### config.mk
export PLATFORM = sky130hd
export DESIGN_NAME = pch_ctrl
export DESIGN_NICKNAME = d
export VERILOG_FILES = /design/src/sv/pch_pkg.sv /design/src/sv/pch_ctrl.sv
export VERILOG_INCLUDE_DIRS = /design/src /design/src/sv
export SDC_FILE = /design/constraint.sdc
export NUM_CORES = 1
export LEC_CHECK = 0
export BUFFER_PORTS_ARGS = -buffer_cell sky130_fd_sc_hd__buf_4
export CORE_MARGIN = 3
export CORE_UTILIZATION = 40
export CTS_BUF_LIST = sky130_fd_sc_hd__clkbuf_4 sky130_fd_sc_hd__clkbuf_8 sky130_fd_sc_hd__clkbuf_16
export DETAILED_ROUTE_END_ITERATION = 8
export GPL_ROUTABILITY_DRIVEN = 0
export SKIP_CTS_REPAIR_TIMING = 1
export SLEW_MARGIN = 20
export SYNTH_ARGS = -nofsm -noshare
export SYNTH_HDL_FRONTEND = slang
export SYNTH_SLANG_ARGS = --single-unit
### constraint.sdc
create_clock -name i_clk -period 1.83 [get_ports i_clk]
set_input_delay 0.0915 -clock i_clk [delete_from_list [all_inputs] [get_ports i_clk]]
set_output_delay 0.0915 -clock i_clk [all_outputs]
set_load 0.01 [all_outputs]
### src/sv/piecewise_cumulative_hazard_unit_defines.svh
// Assertion macros shared by the piecewise cumulative hazard unit.
// Included by the modules that carry concurrent assertions; no other dependencies.
`ifndef PIECEWISE_CUMULATIVE_HAZARD_UNIT_DEFINES_SVH
`define PIECEWISE_CUMULATIVE_HAZARD_UNIT_DEFINES_SVH
`ifndef SYNTHESIS
// Checks a property on every clock edge outside reset.
`define PCH_ASSERT(lbl, clk, rst_n, prop) \
    lbl: assert property (@(posedge clk) disable iff (!rst_n) prop) \
        else $error("pch assertion failed");
// Checks that the consequent holds in the cycle after the antecedent.
`define PCH_ASSERT_NEXT(lbl, clk, rst_n, ante, cons) \
    lbl: assert property (@(posedge clk) disable iff (!rst_n) (ante) |=> (cons)) \
        else $error("pch assertion failed");
`else
`define PCH_ASSERT(lbl, clk, rst_n, prop)
`define PCH_ASSERT_NEXT(lbl, clk, rst_n, ante, cons)
`endif
`endif

### src/sv/pch_pkg.sv
// Package for the piecewise cumulative hazard unit: modes, state type, command struct.
// No dependencies; used by the controller, the datapath and the top level.
package pch_pkg;

    // Field widths fixed by the interface.
    localparam int MODE_W  = 2;
    localparam int INDEX_W = 6;
    localparam int VALUE_W = 32;
    localparam int COUNT_W = 7;
    localparam int SUM_W   = 48;
    localparam int PROD_W  = 2 * VALUE_W;

    // Largest value of the cumulative hazard.
    localparam logic [SUM_W-1:0] SUM_MAX = {SUM_W{1'b1}};

    // Breakpoint count after reset.
    localparam logic [COUNT_W-1:0] COUNT_RESET = 7'd2;

    // Cycles spent after the walk until the last term is accumulated.
    localparam int DRAIN_W = 1;
    localparam logic [DRAIN_W-1:0] DRAIN_LAST = 1'b1;

    // Item modes.
    localparam logic [MODE_W-1:0] MODE_LOAD_BP   = 2'd0;
    localparam logic [MODE_W-1:0] MODE_LOAD_RATE = 2'd1;
    localparam logic [MODE_W-1:0] MODE_QUERY     = 2'd2;

    // Controller states.
    typedef enum logic [1:0] {
        ST_IDLE,
        ST_WALK,
        ST_DRAIN,
        ST_FINISH
    } t_state;

    // Commands from the controller to the datapath.
    typedef struct packed {
        logic load_bp;      // write breakpoint table
        logic load_rate;    // write rate table
        logic query_start;  // latch time and clear the accumulator
        logic issue;        // read one table entry pair this cycle
        logic issue_pair;   // entry read has a predecessor, so it closes an interval
    } t_dp_cmd;

endpackage

### src/sv/pch_ctrl.sv
// Controller of the piecewise cumulative hazard unit: handshake, count register, table walk.
// Depends on pch_pkg and the assertion macros header.
`include "piecewise_cumulative_hazard_unit_defines.svh"
module pch_ctrl #(
    parameter int MAX_BREAKPOINTS = 64,
    localparam int AW = $clog2(MAX_BREAKPOINTS),
    localparam int CW = $clog2(MAX_BREAKPOINTS + 1)
) (
    input  logic                          i_clk,
    input  logic                          i_rst_n,
    input  logic                          start,
    output logic                          busy,
    input  logic [pch_pkg::MODE_W-1:0]    i_mode,
    input  logic                          i_cfg_we,
    input  logic [pch_pkg::COUNT_W-1:0]   i_cfg_wdata,
    input  logic                          i_found,
    output pch_pkg::t_dp_cmd              o_cmd,
    output logic [AW-1:0]                 o_rd_addr,
    output logic                          o_valid
);
    import pch_pkg::*;

    t_state                r_state;
    t_state                n_state;
    logic [COUNT_W-1:0]    r_count;
    logic [CW-1:0]         r_cnt;
    logic [CW-1:0]         r_addr;
    logic [DRAIN_W-1:0]    r_drain;
    logic [CW-1:0]         cnt_clamped;
    logic                  accept;
    t_dp_cmd               cmd;

    // Breakpoint count limited to the table depth.
    assign cnt_clamped = (32'(r_count) > 32'(MAX_BREAKPOINTS)) ?
                         CW'(MAX_BREAKPOINTS) : CW'(r_count);

    assign accept = start && (r_state == ST_IDLE);

    // Command and status outputs.
    always_comb begin
        cmd = '0;
        if (accept) begin
            case (i_mode)
                MODE_LOAD_BP:   cmd.load_bp     = 1'b1;
                MODE_LOAD_RATE: cmd.load_rate   = 1'b1;
                MODE_QUERY:     cmd.query_start = 1'b1;
                default:        cmd             = '0;
            endcase
        end
        cmd.issue      = (r_state == ST_WALK) && (r_addr < r_cnt) && !i_found;
        cmd.issue_pair = (r_addr != '0);
        busy           = (r_state != ST_IDLE);
        o_valid        = (r_state == ST_FINISH);
    end

    assign o_cmd     = cmd;
    assign o_rd_addr = r_addr[AW-1:0];

    // Next state.
    always_comb begin
        n_state = r_state;
        case (r_state)
            ST_IDLE: begin
                if (cmd.query_start) begin
                    n_state = ST_WALK;
                end
            end
            ST_WALK: begin
                if (!cmd.issue) begin
                    n_state = ST_DRAIN;
                end
            end
            ST_DRAIN: begin
                if (r_drain == DRAIN_LAST) begin
                    n_state = ST_FINISH;
                end
            end
            ST_FINISH: n_state = ST_IDLE;
            default:   n_state = ST_IDLE;
        endcase
    end

    // State, count register, walk address and drain counter.
    always_ff @(posedge i_clk) begin
        if (!i_rst_n) begin
            r_state <= ST_IDLE;
            r_count <= COUNT_RESET;
            r_cnt   <= '0;
            r_addr  <= '0;
            r_drain <= '0;
        end else begin
            r_state <= n_state;
            if (i_cfg_we) begin
                r_count <= i_cfg_wdata;
            end
            if (cmd.query_start) begin
                r_cnt  <= cnt_clamped;
                r_addr <= '0;
            end else if (cmd.issue) begin
                r_addr <= r_addr + CW'(1);
            end
            if (r_state == ST_DRAIN) begin
                r_drain <= r_drain + DRAIN_W'(1);
            end else begin
                r_drain <= '0;
            end
        end
    end

    `PCH_ASSERT(a_load_idle, i_clk, i_rst_n, (cmd.load_bp || cmd.load_rate) |-> !busy)
    `PCH_ASSERT_NEXT(a_query_walk, i_clk, i_rst_n, cmd.query_start, r_state == ST_WALK)
    `PCH_ASSERT(a_finish_drain, i_clk, i_rst_n, o_valid |-> $past(r_state) == ST_DRAIN)
    `PCH_ASSERT(a_addr_bound, i_clk, i_rst_n, (r_state == ST_WALK) |-> (r_addr <= r_cnt))

endmodule

==> results.md <==
* Status: completed
* Post-Syn Area per Cell at between 8 and 9 sq um
* Element type at the critical path start: flop
* Buffers on Ports at 26
* Top_reg_cell synth: dfxtp_1
* Diode count at 0
* Area Growth Syn to Fin at 33.6%
* Slew HR at about three quarters
* #FFs+latches synth at 24
* Power per cell area at slightly below 800 nW/um^2
* Fmax at ~560 MHz
* Critical path arrival at ~1.7 ns
* Leak at 0.760 nW
* Minimum clock period at 1.79 ns
* Top cells by area, synth: dfxtp_1 (36%), ha_1 (12%), mux2i_1 (8.3%)
* Final HPWL DP at roughly 2.1 mm
* Max-slew violations at 0
* Post-synth top area share at a little over a third
* Most numerous cell in the Yosys netlist: dfxtp_1
* WP data required at between 1.5 and 2 ns
* Fin cells at around 230
* Routed length per instance at between 10 and 15 microns
* VDD IR-drop max at 428 uV
* Max_cap viols at 0
* # nets final at between 200 and 250
* CTS tree: yes
* Cell count after placement at ~220
* Congestion Overflow GR at 0
* Pre-Repair DR Iteration Count at 4
* # rows at 20
* Die Ht at 63.6 microns
* Core ar. at a little over 3000 sq um
* Setup_tns at 0 ns
* Post-synth EDFFs at 0
* Layout cells sized above 1 at 37.9%
* Pin count of the biggest net entering global routing at 19
* Clock tree sinks at 24
* Crit. End Element: output port
* GRT Total Usage at 14.8%
* CP Class: flop to output port
* Tightest Pin Transition at about 0.39 ns
* Gate Count Post-Synth at approximately 150
* Vias in the first global route at 1100
* Final Hold Fails at 0
* Maximum clock insertion buffer count at 2
* Hold Crit Class: input pin to flop
* Die width at between 60 and 70 microns
* Initial Util at a little over two fifths
* Initial DRC count at 43
* H-tree depth at 1
* Final setup violating endpoints at 0
* Num CTS Buffers at 3
* First-pass GRT wire length at between 4 and 5 mm
* Flop2flop setup slack at 0.09 ns
* Post-synth cell types at 31
* Vias per cell at 4.82
* Seq/Total Area, Yosys at 36.2%
* Die area at approximately 4000 sq um
* Synth Warn # at 0
* Routed Antenna Nets at 0
* I/O Pins at 27
* Async SR Flop Fraction at 0%
* Vias at 1090
* Final period util at between 90% and 100%
* Syn_nets at ~180
* Root Driver: clkbuf_4
* Routed WL at just under 3 mm
* Mapped Area at between 1000 and 1500 sq um
* Worst-Skew Late Latency at between 0.3 and 0.4 ns
* Worst Skew at just under 0.006 ns
* # DRC at 0
* Cell taking the most area after synthesis: dfxtp_1
* Synth cell count leaders: dfxtp_1 (24), nand2_1 (19), inv_1 (15), ha_1 (13), mux2i_1 (11)
* Initial antenna violation count at 0
* Critical Path Fanout Max at 6
* Worst-path clk slew at ~0.14 ns
sequential cells by signal (all words and copies together) (netlist names):
signal,count
r_addr,7
r_cnt,7
r_count,7
r_state,2
r_drain,1
cells in the final DEF (no fill, tap or decap), types with 2 or more instances in the layout:
master / count
a211oi_1: 2
a21oi_1: 3
a21oi_2: 2
a22o_2: 4
buf_4: 35
clkbuf_4: 3
dfxtp_1: 17
dfxtp_2: 7
dlygate4sd3_1: 3
ha_1: 9
ha_4: 3
inv_1: 14
mux2i_1: 11
nand2_1: 18
nand3_1: 2
nor2_1: 7
nor2b_1: 10
nor3_1: 2
nor3b_1: 3
xnor2_1: 4
kinds of logic (layout without fill, tap and decap cells):
| logic type | after synthesis | count (layout) | share of synthesized area, % |
|---|---|---|---|
| compound gates | 20 | 20 | 11.8 |
| xor+xnor | 4 | 4 | 2.64 |
| fa+ha+maj | 13 | 13 | 12.3 |
| buf+inv | 24 | 58 | 8.48 |
| flops | 24 | 24 | 36.2 |
| mux | 11 | 11 | 8.29 |
| simple gates | 52 | 52 | 20.4 |
cell type report:
cell class / count / area (sq um)
flip-flops and latches: 24 / 489
fillers: 303 / 1330
multi-input cells: 100 / 817
repair buffers: 39 / 304
well taps: 44 / 55.1
clock inverters: 1 / 30.0
inverters: 15 / 56.3
clock buffers: 3 / 22.5
stage by stage:
stage	area (sq um)	util (%)	hold slack [ns]	worst slack, ns	total power, mW
after floorplan	1330	-	0.220	0.107	0.813
after global placement	1570	50.5	0.311	0.0747	0.926
after detailed placement	1570	50.5	0.316	0.0210	0.940
after CTS	1620	52.2	-0.0366	-0.186	1.34
after global routing	1770	57.2	0.00489	-0.0446	1.47
final	1770	57.2	0.0244	0.0389	1.38
critical path: stages (launching register included):
cell and delay (ns):
dfxtp_2 0.37, ha_1 0.30, nand2_2 0.09, o211ai_1 0.16, a21oi_4 0.29, buf_6 0.15
per-layer routing:
metal  vias up  global-route usage, %  share of wire (%)
li1        561                      -                  -
met2        32                   25.3                 50
met1       493                   17.8                 45
met4         0                   4.58                1.6
met3         4                   4.28                4.1
met5         -                      0                  0
where the power goes:
part	leakage, nW	switching (mW)	internal [mW]
logic	0.534	0.198	0.196
registers	0.199	0.0306	0.561
clock network	0.0279	0.170	0.221
total	0.760	0.399	0.979
final timing paths:
check            startpoint         end  depth (start not counted)
min          i_cfg_wdata[3]  r_count[3]                          3
max reg2reg        r_cnt[6]  r_state[1]                          7
max               r_addr[5]    o_cmd[1]                          5
min reg2reg        r_cnt[2]    r_cnt[2]                          1
No activity file was read; power rests on OpenSTA's default activity.
